`src/rtl/pld_pkg.sv`:
```
package pld_pkg;

   localparam int MAX_LINES    = 16;
   localparam int LINE_BITS    = 4;
   localparam int COUNT_BITS   = 5;
   localparam int PROB_BITS    = 24;
   localparam int CUM_BITS     = PROB_BITS + 1;
   localparam int ENERGY_BITS  = 32;
   localparam int UNI_BITS     = 24;
   localparam int DIR_FRAC     = 16;
   localparam int DIR_BITS     = DIR_FRAC + 2;
   localparam int CSR_BITS     = 25;
   localparam int CORDIC_STEPS = 30;
   localparam int SQRT_STEPS   = 31;
   localparam int RAD_BITS     = 61;
   localparam int CW           = 34;
   localparam int PROD_BITS    = 66;
   localparam int ROUND_SHIFT  = 60 - DIR_FRAC;

   localparam logic signed [CW-1:0] CORDIC_GAIN = 34'sd652032874;

   localparam logic [31:0] TURN_ATAN [CORDIC_STEPS] = '{
      32'd536870912, 32'd316933406, 32'd167458907, 32'd85004756, 32'd42667331,
      32'd21354465, 32'd10679838, 32'd5340245, 32'd2670163, 32'd1335087,
      32'd667544, 32'd333772, 32'd166886, 32'd83443, 32'd41722,
      32'd20861, 32'd10430, 32'd5215, 32'd2608, 32'd1304,
      32'd652, 32'd326, 32'd163, 32'd81, 32'd41,
      32'd20, 32'd10, 32'd5, 32'd3, 32'd1
   };

   typedef enum logic [1:0] {
      ST_DRAWN     = 2'd0,
      ST_NOT_SETUP = 2'd1,
      ST_LOAD_ACK  = 2'd2
   } status_type;

   typedef enum logic {
      FUNC_LOAD = 1'b0,
      FUNC_DRAW = 1'b1
   } func_type;

   typedef enum logic [2:0] {
      CSR_LINE_COUNT     = 3'd0,
      CSR_CONT_THRESHOLD = 3'd1,
      CSR_DIR_MODE       = 3'd2,
      CSR_FIX_X          = 3'd3,
      CSR_FIX_Y          = 3'd4,
      CSR_FIX_Z          = 3'd5
   } csr_index_type;

   localparam logic [1:0] DIR_ISOTROPIC = 2'd0;
   localparam logic [1:0] DIR_FIXED     = 2'd1;

   typedef struct packed {
      status_type                   status;
      logic                         from_cont;
      logic [LINE_BITS-1:0]         line_index;
      logic [ENERGY_BITS-1:0]       energy;
      logic signed [DIR_BITS-1:0]   dir_z;
   } side_type;

   typedef struct packed {
      logic signed [CW-1:0] x;
      logic signed [CW-1:0] y;
      logic signed [CW-1:0] z;
   } rot_type;

   typedef struct packed {
      logic [RAD_BITS-1:0] rem;
      logic [RAD_BITS-1:0] root;
   } root_type;

   function automatic rot_type cordic_step(rot_type a, int unsigned i,
                                           logic signed [CW-1:0] ang);
      rot_type o;
      if (!a.z[CW-1]) begin
         o.x = $signed(a.x) - ($signed(a.y) >>> i);
         o.y = $signed(a.y) + ($signed(a.x) >>> i);
         o.z = $signed(a.z) - ang;
      end else begin
         o.x = $signed(a.x) + ($signed(a.y) >>> i);
         o.y = $signed(a.y) - ($signed(a.x) >>> i);
         o.z = $signed(a.z) + ang;
      end
      return o;
   endfunction

   function automatic root_type sqrt_step(root_type a, int unsigned k);
      root_type            o;
      logic [RAD_BITS-1:0] b;
      logic [RAD_BITS:0]   t;
      b = RAD_BITS'(1) << (60 - 2 * k);
      t = {1'b0, a.root} + {1'b0, b};
      if ({1'b0, a.rem} >= t) begin
         o.rem  = a.rem - t[RAD_BITS-1:0];
         o.root = (a.root >> 1) + b;
      end else begin
         o.rem  = a.rem;
         o.root = a.root >> 1;
      end
      return o;
   endfunction

   function automatic logic signed [DIR_BITS-1:0] round_dir(
         logic signed [PROD_BITS-1:0] p);
      logic signed [PROD_BITS-1:0] t;
      logic signed [PROD_BITS-1:0] r;
      t = p + (PROD_BITS'(1) <<< (ROUND_SHIFT - 1));
      r = t >>> ROUND_SHIFT;
      if (r > (PROD_BITS'(1) <<< DIR_FRAC))
         r = PROD_BITS'(1) <<< DIR_FRAC;
      if (r < -(PROD_BITS'(1) <<< DIR_FRAC))
         r = -(PROD_BITS'(1) <<< DIR_FRAC);
      return r[DIR_BITS-1:0];
   endfunction

endpackage

```
`src/rtl/pld_table.sv`:
```
module pld_table (
   input  logic                              clock,
   input  logic                              wr_en,
   input  logic [pld_pkg::LINE_BITS-1:0]     wr_index,
   input  logic [pld_pkg::ENERGY_BITS-1:0]   wr_energy,
   input  logic [pld_pkg::CUM_BITS-1:0]      wr_cum,
   input  logic [pld_pkg::PROB_BITS-1:0]     pick,
   input  logic [pld_pkg::COUNT_BITS-1:0]    count,
   output logic [pld_pkg::LINE_BITS-1:0]     sel_index,
   output logic [pld_pkg::ENERGY_BITS-1:0]   sel_energy
);
   import pld_pkg::*;

   logic [ENERGY_BITS-1:0] energy_ff [MAX_LINES];
   logic [CUM_BITS-1:0]    thr_ff    [MAX_LINES];
   logic [COUNT_BITS-1:0]  used;
   logic                   found;

   always_ff @(posedge clock) begin
      if (wr_en) begin
         energy_ff[wr_index] <= wr_energy;
         thr_ff[wr_index]    <= wr_cum;
      end
   end

   always_comb begin
      used      = (count > COUNT_BITS'(MAX_LINES)) ? COUNT_BITS'(MAX_LINES) : count;
      found     = 1'b0;
      sel_index = LINE_BITS'(used - COUNT_BITS'(1));
      for (int k = 0; k < MAX_LINES; k++) begin
         if (!found && (COUNT_BITS'(k) < used) && ({1'b0, pick} < thr_ff[k])) begin
            sel_index = LINE_BITS'(k);
            found     = 1'b1;
         end
      end
      sel_energy = energy_ff[sel_index];
   end

endmodule

```
`config.mk`:
```
export PLATFORM = sky130hd
export DESIGN_NAME = pld_table
export DESIGN_NICKNAME = d
export VERILOG_FILES = /design/src/rtl/pld_pkg.sv /design/src/rtl/pld_table.sv
export SDC_FILE = /design/constraint.sdc
export NUM_CORES = 1
export LEC_CHECK = 0
export BUFFER_PORTS_ARGS = -buffer_cell sky130_fd_sc_hd__buf_4
export CORE_MARGIN = 8
export CORE_UTILIZATION = 40
export DETAILED_ROUTE_END_ITERATION = 8
export SLEW_MARGIN = 20
export SYNTH_ARGS = -nofsm -noshare
export SYNTH_HDL_FRONTEND = slang
export SYNTH_SLANG_ARGS = --single-unit
```
`constraint.sdc`:
```
create_clock -name clock -period 16 [get_ports clock]
set_input_delay 1.6 -clock clock [delete_from_list [all_inputs] [get_ports clock]]
set_output_delay 1.6 -clock clock [all_outputs]
set_load 0.01 [all_outputs]
```
# After elaboration in Yosys (flattened, before gate mapping)
# Memory sizes are Yosys's and may differ from the RTL's.
# Index checks and enable logic that the tools add are counted.
# op_classes
add_sub_neg	1
order_cmp	33
mux	34
n_reduce_logical	46
# ops
op	n
24-bit by 25-bit less-than comparator with 1-bit output	16
4-bit two-way mux	16
4-bit by 5-bit less-than comparator with 1-bit output, first input constant	8
1-bit logical AND	31
3-bit by 5-bit less-than comparator with 1-bit output, first input constant	4
1-bit two-way mux	17
1-bit zero test	15
1-bit by 5-bit less-than comparator with 1-bit output, first input constant	2
2-bit by 5-bit less-than comparator with 1-bit output, first input constant	2
5-bit greater-than comparator, second input constant	1
5-bit two-way mux	1
4-bit by 1-bit subtractor with 4-bit output, second input constant	1
# totals
regBits	0
ram_bits	912
inputBits	92
out_inout_bits	36
wordCells	116
memories	2
# memory_table
memory	words	word_bits	rd	rd_clocked_by_memory_dff	write_ports	line	text
energy_ff	16	32	1	0	1	pld_table.sv:14	logic [ENERGY_BITS-1:0] energy_ff [MAX_LINES];
thr_ff	16	25	16	0	1	pld_table.sv:15	logic [CUM_BITS-1:0] thr_ff [MAX_LINES];

# Logic depth before layout (Yosys ltp)
# Gate-level depths: netlist of the first run.
# An unclocked memory read counts as a cell.
# depth
word_depth	66
depth_mapped	15
depth_no_buf	14

# Least setup slack after synthesis of the first run
# No wires, ideal clock.
# synth_timing
path_type	input -> output
startpoint	in pick[22] in the netlist's numbering
endpoint	out sel_energy[22] in the netlist's numbering
arrival_time_ps	5080
required_ps	14400
slack_ps	9320
stages	14
n_path_buf	2
path_cell_list	ha_1 nand4b_1 or4_1 a2111o_1 o211ai_2 o22ai_1 nor3b_4 o2111ai_1 a2bb2oi_2 buf_4 buf_2 mux2i_1 o22ai_1 or4_1
# synth_between
elab_chain_len	64
word_cells_on_any_way	94
classes_between	16 x order compare; 31 x mux; 46 x reduce/logical; 1 x memory
# synth_lines
element	line	text
start, declared	pld_table.sv:7	input logic [pld_pkg::PROB_BITS-1:0] pick,
24-bit by 25-bit less-than comparator with 1-bit output	pld_table.sv:31	if (!found && (COUNT_BITS'(k) < used) && ({1'b0, pick} < thr_ff[k])) begin
1-bit logical AND	pld_table.sv:31	
1-bit two-way mux	pld_table.sv:31	
1-bit zero test	pld_table.sv:31	
1-bit logical AND (2 in series)	pld_table.sv:31	
1-bit two-way mux	pld_table.sv:31	
1-bit zero test	pld_table.sv:31	
1-bit logical AND (2 in series)	pld_table.sv:31	
[45 not listed]	-	
1-bit zero test	pld_table.sv:31	
1-bit logical AND (2 in series)	pld_table.sv:31	
1-bit two-way mux	pld_table.sv:31	
1-bit zero test	pld_table.sv:31	
1-bit logical AND (2 in series)	pld_table.sv:31	
4-bit two-way mux (*)	pld_table.sv:31	
via sel_index (one bit)	pld_table.sv:9	output logic [pld_pkg::LINE_BITS-1:0] sel_index,
memory 16 x 32 bit (*)	-	
end, declared	pld_table.sv:10	output logic [pld_pkg::ENERGY_BITS-1:0] sel_energy
# The timed path passes the listed nets; every way through them passes the cells marked *.

# Worst setup path after layout of the first run
# layout_timing
startpoint	in pick[22] in the netlist's numbering
endpoint	out sel_energy[15] in the netlist's numbering
# layout_between
elab_chain_len	64
word_cells_on_any_way	94
classes_between	16 x order compare; 31 x mux; 46 x reduce/logical; 1 x memory
# layout_lines
element	line
24-bit by 25-bit less-than comparator with 1-bit output	pld_table.sv:31
1-bit logical AND	pld_table.sv:31
1-bit two-way mux	pld_table.sv:31
1-bit zero test	pld_table.sv:31
1-bit logical AND (2 in series)	pld_table.sv:31
1-bit two-way mux	pld_table.sv:31
1-bit zero test	pld_table.sv:31
1-bit logical AND (2 in series)	pld_table.sv:31
[44 not listed]	-
1-bit two-way mux	pld_table.sv:31
1-bit zero test	pld_table.sv:31
1-bit logical AND (2 in series)	pld_table.sv:31
1-bit two-way mux	pld_table.sv:31
1-bit zero test	pld_table.sv:31
1-bit logical AND (2 in series)	pld_table.sv:31
4-bit two-way mux (*)	pld_table.sv:31
memory 16 x 32 bit (*)	-
# Mark *: on every way between the ends. The rest lies on a longest branch, timed or not.

==> results.sh, run 1 <==
export IMPL_worst_endpoint_required_ps=14400
export IMPL_numPlacedInstances=4266
export IMPL_number_of_enable_flip_flop_cells_after_synthesis=912
export IMPL_timing_setup_tns_ps=0
export IMPL_worstMarginPinSlew_ps=1230
export IMPL_root_buffer="sky130_fd_sc_hd__clkbuf_16"
export IMPL_placement_io_buffers=127
export IMPL_postSynth_asyncResetShare_pct=0
export IMPL_leakagePower_nw=17.7
export IMPL_synth_fp_nets=3248
export IMPL_drtPass1Iterations=5
export IMPL_tritoncts="done"
export IMPL_postSynth_topFlopCell="sky130_fd_sc_hd__edfxtp_1"
export IMPL_clock_fmax_ghz=0.108
export IMPL_final_hold_worst_slack_ps=1220
export IMPL_die_height_um=338
export IMPL_ctsLongestPathBuffers=3
export IMPL_design_die_area_mm2=0.114
export IMPL_layout_filler_cells=9012
export IMPL_worst_ep_arrival_time_ps=7630
export IMPL_grt_overflow=0
export IMPL_maxSlewHeadroom_pct=17.8
export IMPL_fin_cells=4446
export IMPL_initial_utilization_pct=40.1
export IMPL_final_slew_violations=0
export IMPL_timing_worst_setup_path_type="primary input to primary output"
export IMPL_start_kind="primary input"
export IMPL_row_count=118
export IMPL_gp_congestion=0.806
export IMPL_post_syn_instances=2787
export IMPL_synth_seq_cells=912
export IMPL_avgRoutedWirePerCell_um=23.6
export IMPL_synth_area_top_cells="sky130_fd_sc_hd__edfxtp_1 66%, sky130_fd_sc_hd__ha_1 11%, sky130_fd_sc_hd__mux2i_1 6.2%"
export IMPL_drt_total_wl_um=105000
export IMPL_ioPinCount=128
export IMPL_drive_gt1_share_pct=10.8
export IMPL_mappedNetlistArea_mm2=0.0414
export IMPL_antenna_found_initial=7
export IMPL_power_per_cell_area_mw_per_mm2=111
export IMPL_yosysTopAreaCell="sky130_fd_sc_hd__edfxtp_1"
export IMPL_initialDrtViolationCount=1726
export IMPL_cts_sinks=912
export IMPL_drv_max_cap_violation_count=0
export IMPL_detail_route_antenna_nets=0
export IMPL_die_width_um=338
export IMPL_post_route_min_period_ps=9230
export IMPL_hold_path_class="primary input to flip-flop"
export IMPL_nets=3449
export IMPL_cts_made_buffers=98
export IMPL_grt_setup_unrepaired="no"
export IMPL_netlist_area_leader_share_pct=66.2
export IMPL_post_cts_repair_setup_buffers=0
export IMPL_wire_length_of_the_first_global_routing_pass_um=156000
export IMPL_crit_path_end_kind="primary output"
export IMPL_post_dp_hpwl_um=63800
export IMPL_drc=0
export IMPL_count_of_final_hold_check_violations=0
export IMPL_dr_total_vias=23900
export IMPL_worstPathMaxFanout=145
export IMPL_synthesis_yosys_warnings=0
export IMPL_grt_start_max_net_pins=146
export IMPL_areaGrowthSynthToFinish_pct=14.4
export IMPL_cts_resized_gates=0
export IMPL_peakVddDrop_uv=89.1
export IMPL_post_synth_cell_area_avg_um2=14.8
export IMPL_fin_crit_sh_pct=57.7
export IMPL_globalRouteTotalUtil_pct=18.3
export IMPL_post_place_ws_ps=6750
export IMPL_vias_per_cell=5.37
export IMPL_outcome="completed"
export IMPL_floorplan_core_area_mm2=0.103
export IMPL_setup_viol=0
export IMPL_finalWorstSetupSlack_ps=6780
export IMPL_count_of_cell_types_in_the_netlist=76
export IMPL_grt_pass1_vias=24900
export IMPL_cts_hold_buffers_added=0
export IMPL_clkTransAtPathRegs_ps=60
export IMPL_htree_num_levels=3
export IMPL_synth_seq_area_share_pct=66.2
export IMPL_totalPowerFinal_w=0.00527
==> worst max-delay path, cell delays in order <==
cell	delay [ps]
sky130_fd_sc_hd__buf_4	200
sky130_fd_sc_hd__ha_1	330
sky130_fd_sc_hd__nand4b_1	330
sky130_fd_sc_hd__nor4_1	830
sky130_fd_sc_hd__o21ai_1	270
sky130_fd_sc_hd__o221ai_1	290
sky130_fd_sc_hd__nor2_1	140
sky130_fd_sc_hd__nor3b_4	300
sky130_fd_sc_hd__o2111ai_1	230
sky130_fd_sc_hd__a2bb2oi_4	200
sky130_fd_sc_hd__buf_4	610
sky130_fd_sc_hd__buf_12	640
sky130_fd_sc_hd__mux2i_1	280
sky130_fd_sc_hd__o22ai_1	120
sky130_fd_sc_hd__or4_1	660
sky130_fd_sc_hd__buf_4	200
==> final cells by class <==
cell class | instances | area, um^2 | share of cell area (%)
Timing Repair Buffer | 158 | 1270 | 2.69
Inverter | 384 | 1440 | 3.05
Multi-Input combinational cell | 1434 | 12300 | 26.0
Clock inverter | 52 | 573 | 1.21
Clock buffer | 121 | 2580 | 5.46
Tap cell | 1380 | 1730 | 3.65
Antenna cell | 5 | 12.5 | 0.0264
Sequential cell | 912 | 27400 | 57.9
==> metrics by stage <==
step	instance area, um^2	util [%]
6_report	47300	45.9
5_1_grt	47300	45.9
4_1_cts	47200	45.8
3_5_place_dp	44100	42.8
3_3_place_gp	44000	42.7
2_1_floorplan	41400	-
==> cells in the mapped netlist (5+ instances only) <==
master,n
sky130_fd_sc_hd__o22ai_1,134
sky130_fd_sc_hd__clkbuf_1,9
sky130_fd_sc_hd__a21o_1,45
sky130_fd_sc_hd__a2111oi_0,5
sky130_fd_sc_hd__a211oi_1,23
sky130_fd_sc_hd__nor4_1,10
sky130_fd_sc_hd__buf_6,12
sky130_fd_sc_hd__inv_1,382
sky130_fd_sc_hd__a31oi_1,9
sky130_fd_sc_hd__nand2b_1,19
sky130_fd_sc_hd__o21ai_0,56
sky130_fd_sc_hd__a21oi_1,121
sky130_fd_sc_hd__ha_1,369
sky130_fd_sc_hd__o21a_1,13
sky130_fd_sc_hd__mux2i_1,256
sky130_fd_sc_hd__edfxtp_1,912
sky130_fd_sc_hd__o221ai_1,5
sky130_fd_sc_hd__and4b_1,7
sky130_fd_sc_hd__nand3_1,32
sky130_fd_sc_hd__nor3_1,10
sky130_fd_sc_hd__a211o_1,14
sky130_fd_sc_hd__and3_1,8
sky130_fd_sc_hd__nand4_1,29
sky130_fd_sc_hd__buf_2,34
sky130_fd_sc_hd__and4_1,7
sky130_fd_sc_hd__nand2_1,64
sky130_fd_sc_hd__o211ai_1,9
sky130_fd_sc_hd__o21ai_1,6
sky130_fd_sc_hd__or4_1,39
sky130_fd_sc_hd__a221oi_1,6
sky130_fd_sc_hd__o2111ai_1,5
sky130_fd_sc_hd__nand4b_1,9
sky130_fd_sc_hd__nor2b_1,10
sky130_fd_sc_hd__nor2_1,55
==> per-layer routing <==
metal  vias up  GRT usage, %  share of wire (%)
met3       169          3.63                5.9
met2       603          30.7                 48
li1      11100             -                  -
met1     12000          23.8                 43
met5         -             0              0.032
met4         4          5.90                3.2
==> flip-flops by register name, indices dropped and copies added (netlist names) <==
| name | count |
|---|---|
| energy_ff | 512 |
| thr_ff | 400 |
==> path summary, 6_finish.rpt <==
path	slack (ps)	to	start	depth (start not counted)
worst max-delay path	6780	sel_energy[15]	pick[22]	16
worst min-delay path	1220	energy_ff[10][10]	wr_energy[10]	1
==> where the power goes <==
part / total [W] / internal (W) / switching [W]
Clock: 0.00224 / 0.00131 / 0.000927
Sequential: 0.00269 / 0.00268 / 0.0000108
Combinational: 0.000340 / 0.000119 / 0.000221
==> kinds of logic (layout without fill, tap and decap cells) <==
kind of cell | count (synthesis) | count (layout) | synth area share, %
flip-flops | 912 | 912 | 66.2
AO/OA/AOI/OAI | 491 | 491 | 7.77
buffers and inverters | 441 | 715 | 4.34
adder cells (fa/ha/maj) | 369 | 369 | 11.2
AND/OR/NAND/NOR | 316 | 316 | 4.29
multiplexers | 256 | 256 | 6.19
XOR/XNOR | 2 | 2 | 0.0424
other | 0 | 5 | 0
==> cells in the final DEF, fill, tap and decap left out, types with 19 or more instances in the layout <==
| cell type | netlist | layout |
|---|---|---|
| sky130_fd_sc_hd__o22ai_1 | 134 | 134 |
| sky130_fd_sc_hd__edfxtp_1 | 912 | 912 |
| sky130_fd_sc_hd__a21oi_1 | 121 | 121 |
| sky130_fd_sc_hd__a211oi_1 | 23 | 23 |
| sky130_fd_sc_hd__nand3_1 | 32 | 31 |
| sky130_fd_sc_hd__ha_1 | 369 | 369 |
| sky130_fd_sc_hd__nand2_1 | 64 | 64 |
| sky130_fd_sc_hd__or4_1 | 39 | 39 |
| sky130_fd_sc_hd__inv_1 | 382 | 382 |
| sky130_fd_sc_hd__nand2b_1 | 19 | 19 |
| sky130_fd_sc_hd__clkbuf_16 | 0 | 100 |
| sky130_fd_sc_hd__nor2_1 | 55 | 43 |
| sky130_fd_sc_hd__o21ai_0 | 56 | 56 |
| sky130_fd_sc_hd__mux2i_1 | 256 | 256 |
| sky130_fd_sc_hd__nand4_1 | 29 | 29 |
| sky130_fd_sc_hd__a21o_1 | 45 | 45 |
| sky130_fd_sc_hd__clkbuf_1 | 9 | 21 |
| sky130_fd_sc_hd__buf_4 | 2 | 150 |
(Power assumes the default switching activity.)
==> run 2: changes to the inputs <==
ABC_AREA = 1   (was not set)
clock period = 8.1 ns   (was 16 ns; I/O delays follow)
==> run 2 against run 1 <==
Effect of this change: sequential power rose by 97%; global-route usage about the same; total power increased by 98%; critical path depth is 8 higher.
==> results.sh, run 2 <==
export IMPL_outcome="completed"
export IMPL_floorplan_core_area_mm2=0.111
export IMPL_netlist_top_cells_count="912 x sky130_fd_sc_hd__edfxtp_1, 879 x sky130_fd_sc_hd__inv_1, 633 x sky130_fd_sc_hd__nand3_1"
export IMPL_ioPinCount=128
export IMPL_yosysTopAreaCell="sky130_fd_sc_hd__edfxtp_1"
export IMPL_post_dp_cell_area_mm2=0.0475
export IMPL_tritoncts="done"
export IMPL_row_count=122
export IMPL_areaGrowthSynthToFinish_pct=12.7
export IMPL_avgRoutedWirePerCell_um=19.5
export IMPL_netSwitchingPower_w=0.00251
export IMPL_leakagePower_nw=21.7
export IMPL_clkTransAtPathRegs_ps=60
export IMPL_fin_crit_sh_pct=79.8
export IMPL_post_synth_cell_area_avg_um2=10.9
export IMPL_max_flop_register="energy_ff"
export IMPL_largest_registers="energy_ff: 512 flops, thr_ff: 400 flops"
export IMPL_cellInternalPower_w=0.00790
export IMPL_grt_start_max_net_pins=172
export IMPL_worstPathMaxFanout=48
export IMPL_worst_endpoint_required_ps=7290
export IMPL_timing_setup_tns_ps=0
export IMPL_cts_resized_gates=0
export IMPL_post_synth_top_count_cell="sky130_fd_sc_hd__edfxtp_1"
export IMPL_drive_gt1_share_pct=7.64
export IMPL_initial_utilization_pct=40.4
export IMPL_final_hold_worst_slack_ps=405
export IMPL_hold_path_class="primary input to flip-flop"
export IMPL_grt_overflow=0
export IMPL_vias_per_cell=5.05
export IMPL_root_buffer="sky130_fd_sc_hd__clkbuf_16"
export IMPL_postSynth_asyncResetShare_pct=0
export IMPL_drv_max_cap_violation_count=0
export IMPL_synthSimpleGateAreaFrac_pct=16.3
export IMPL_post_syn_instances=4126
export IMPL_totalPowerFinal_w=0.0104
export IMPL_largest_family_of_logic_cells_by_synthesized_area="simple AND/OR/NAND/NOR gates"
export IMPL_start_kind="primary input"
export IMPL_die_width_um=351
export IMPL_synth_seq_cells=912
export IMPL_count_of_final_hold_check_violations=0
export IMPL_peakVddDrop_uv=191
export IMPL_largest_register_ff_count=512
export IMPL_leading_cell_type_in_the_layout_fill_and_taps_excluded="sky130_fd_sc_hd__edfxtp_1"
export IMPL_drc=0
export IMPL_cts_sinks=912
export IMPL_post_cts_repair_setup_buffers=0
export IMPL_combinationalPowerShare_pct=8.8
export IMPL_setup_worst_path_start="pick[12]"
export IMPL_globalRouteTotalUtil_pct=18.3
export IMPL_netlist_area_leader_share_pct=61.2
export IMPL_synth_xor_area_share_pct=0.0196
export IMPL_power_frac_seq_pct=51.0
export IMPL_worstMarginPinSlew_ps=1140
export IMPL_power_per_cell_area_mw_per_mm2=206
export IMPL_synth_compound_area_share_pct=3.45
export IMPL_count_of_cell_types_in_the_netlist=42
export IMPL_mappedNetlistArea_mm2=0.0448
export IMPL_number_of_enable_flip_flop_cells_after_synthesis=912
export IMPL_dr_total_vias=29400
export IMPL_number_of_cells_traversed_by_the_worst_hold_path=1
export IMPL_gp_congestion=0.830
export IMPL_clock_power_share_pct=40.1
export IMPL_cts_hold_buffers_added=0
export IMPL_final_slew_violations=0
export IMPL_design_die_area_mm2=0.123
export IMPL_setup_viol=0
export IMPL_placement_io_buffers=127
export IMPL_worst_ep_arrival_time_ps=5650
export IMPL_hold_end="energy_ff[4][12]"
export IMPL_detail_route_antenna_nets=0
export IMPL_post_place_ws_ps=1580
export IMPL_htree_num_levels=3
export IMPL_clock_fmax_ghz=0.155
export IMPL_final_cell_mix="912 x sky130_fd_sc_hd__edfxtp_1, 878 x sky130_fd_sc_hd__inv_1, 633 x sky130_fd_sc_hd__nand3_1"
export IMPL_synth_fp_nets=4587
export IMPL_timing_worst_setup_path_type="primary input to primary output"
export IMPL_cts_made_buffers=97
export IMPL_layout_filler_cells=10200
export IMPL_antenna_found_initial=6
export IMPL_post_route_min_period_ps=6460
export IMPL_grt_setup_unrepaired="no"
export IMPL_netSwitchingFraction_pct=24.1
export IMPL_ctsLongestPathBuffers=3
export IMPL_crit_path_end_kind="primary output"
export IMPL_final_instance_area_mm2=0.0505
export IMPL_die_height_um=351
export IMPL_maxSlewHeadroom_pct=24.1
export IMPL_synth_adder_area_share_pct=10.3
export IMPL_post_dp_hpwl_um=64500
export IMPL_synth_seq_area_share_pct=61.2
export IMPL_initialDrtViolationCount=2173
export IMPL_synthesis_yosys_warnings=0
export IMPL_postSynth_topFlopCell="sky130_fd_sc_hd__edfxtp_1"
export IMPL_synth_area_mux_share_pct=0
export IMPL_finalWorstSetupSlack_ps=1640
export IMPL_grt_pass1_vias=28300
export IMPL_drt_total_wl_um=114000
export IMPL_synth_area_top_cells="sky130_fd_sc_hd__edfxtp_1 61%, sky130_fd_sc_hd__ha_1 10%, sky130_fd_sc_hd__inv_1 7.4%"
export IMPL_nets=4716
export IMPL_drtPass1Iterations=6
export IMPL_wire_length_of_the_first_global_routing_pass_um=171000
export IMPL_min_from="wr_energy[12]"
run 2: cell types whose count changed after synthesis, sizes merged, moves of 126 or more:
cell and change:
nand3 +601, nand3b +126, o22ai -128, nand2 +544
mux2i -256, inv +500
run 2: how the worst max path moves through the flow:
stage,to,slack [ps],depth (start not counted)
after floorplan,sel_energy[30],3820,25
after global placement,sel_energy[0],1580,26
after detailed placement,sel_energy[25],1580,26
after CTS,sel_energy[25],1580,26
after global routing,sel_energy[8],1080,27
final,sel_energy[9],1640,24
run 2: cell families after synthesis:
family                     Yosys count
AOI/OAI and AO/OA                  268
adders and majority gates          369
xor gates and xnor gates             1
DFF                                912
buffers and inverters             1016
and+or+nand+nor                   1560
run 2: layer usage:
metal / share of wire (%) / global-route usage, % / up-vias
li1: - / - / 14300
met1: 45 / 25.1 / 14200
met2: 46 / 29.8 / 747
met3: 6.2 / 3.04 / 169
met4: 2.3 / 5.28 / 2
met5: 0.0088 / 0 / -
run 2: cell type report:
class | count | area [um^2] | share of cell area (%)
Sequential cell | 912 | 27400 | 54.3
Clock buffer | 116 | 2520 | 4.99
Antenna cell | 5 | 12.5 | 0.0248
Multi-Input combinational cell | 2198 | 13600 | 27.0
Timing Repair Buffer | 162 | 1290 | 2.56
Inverter | 884 | 3320 | 6.58
Tap cell | 1488 | 1860 | 3.69
Clock inverter | 61 | 450 | 0.892
run 2: stage by stage:
| step | utilization, % | instances |
|---|---|---|
| floorplan | - | 4126 |
| global placement | 42.9 | 5644 |
| detailed placement | 42.9 | 5644 |
| CTS | 45.5 | 5821 |
| global route | 45.5 | 5822 |
| finish | 45.5 | 5826 |
run 2: power groups by stage:
stage               clock (W)  sequential, W  combinational, W
floorplan                   0        0.00541          0.000530
detailed placement          0        0.00541          0.000926
global route          0.00443        0.00532           0.00104
finish                0.00418        0.00531          0.000921
global placement            0        0.00541          0.000913
CTS                   0.00425        0.00531          0.000931
run 2: worst max-delay path: stages:
cell and delay (ps):
sky130_fd_sc_hd__buf_4 210, sky130_fd_sc_hd__ha_1 330, sky130_fd_sc_hd__nand2_1 70, sky130_fd_sc_hd__inv_1 50, sky130_fd_sc_hd__nand3_1 110, sky130_fd_sc_hd__nor3_1 590, sky130_fd_sc_hd__nand3_1 150, sky130_fd_sc_hd__nand3_1 160
sky130_fd_sc_hd__nand2_1 110, sky130_fd_sc_hd__a21oi_2 150, sky130_fd_sc_hd__o211ai_1 150, sky130_fd_sc_hd__nor2_2 150, sky130_fd_sc_hd__nand4_1 120, sky130_fd_sc_hd__nor2_2 190, sky130_fd_sc_hd__nand4_1 100, sky130_fd_sc_hd__nor2_1 210
sky130_fd_sc_hd__o21ai_1 250, sky130_fd_sc_hd__nand2_8 400, sky130_fd_sc_hd__buf_4 520, sky130_fd_sc_hd__nand3_1 170, sky130_fd_sc_hd__nand3_1 120, sky130_fd_sc_hd__nand3_1 80, sky130_fd_sc_hd__nand2_1 250, sky130_fd_sc_hd__buf_4 180
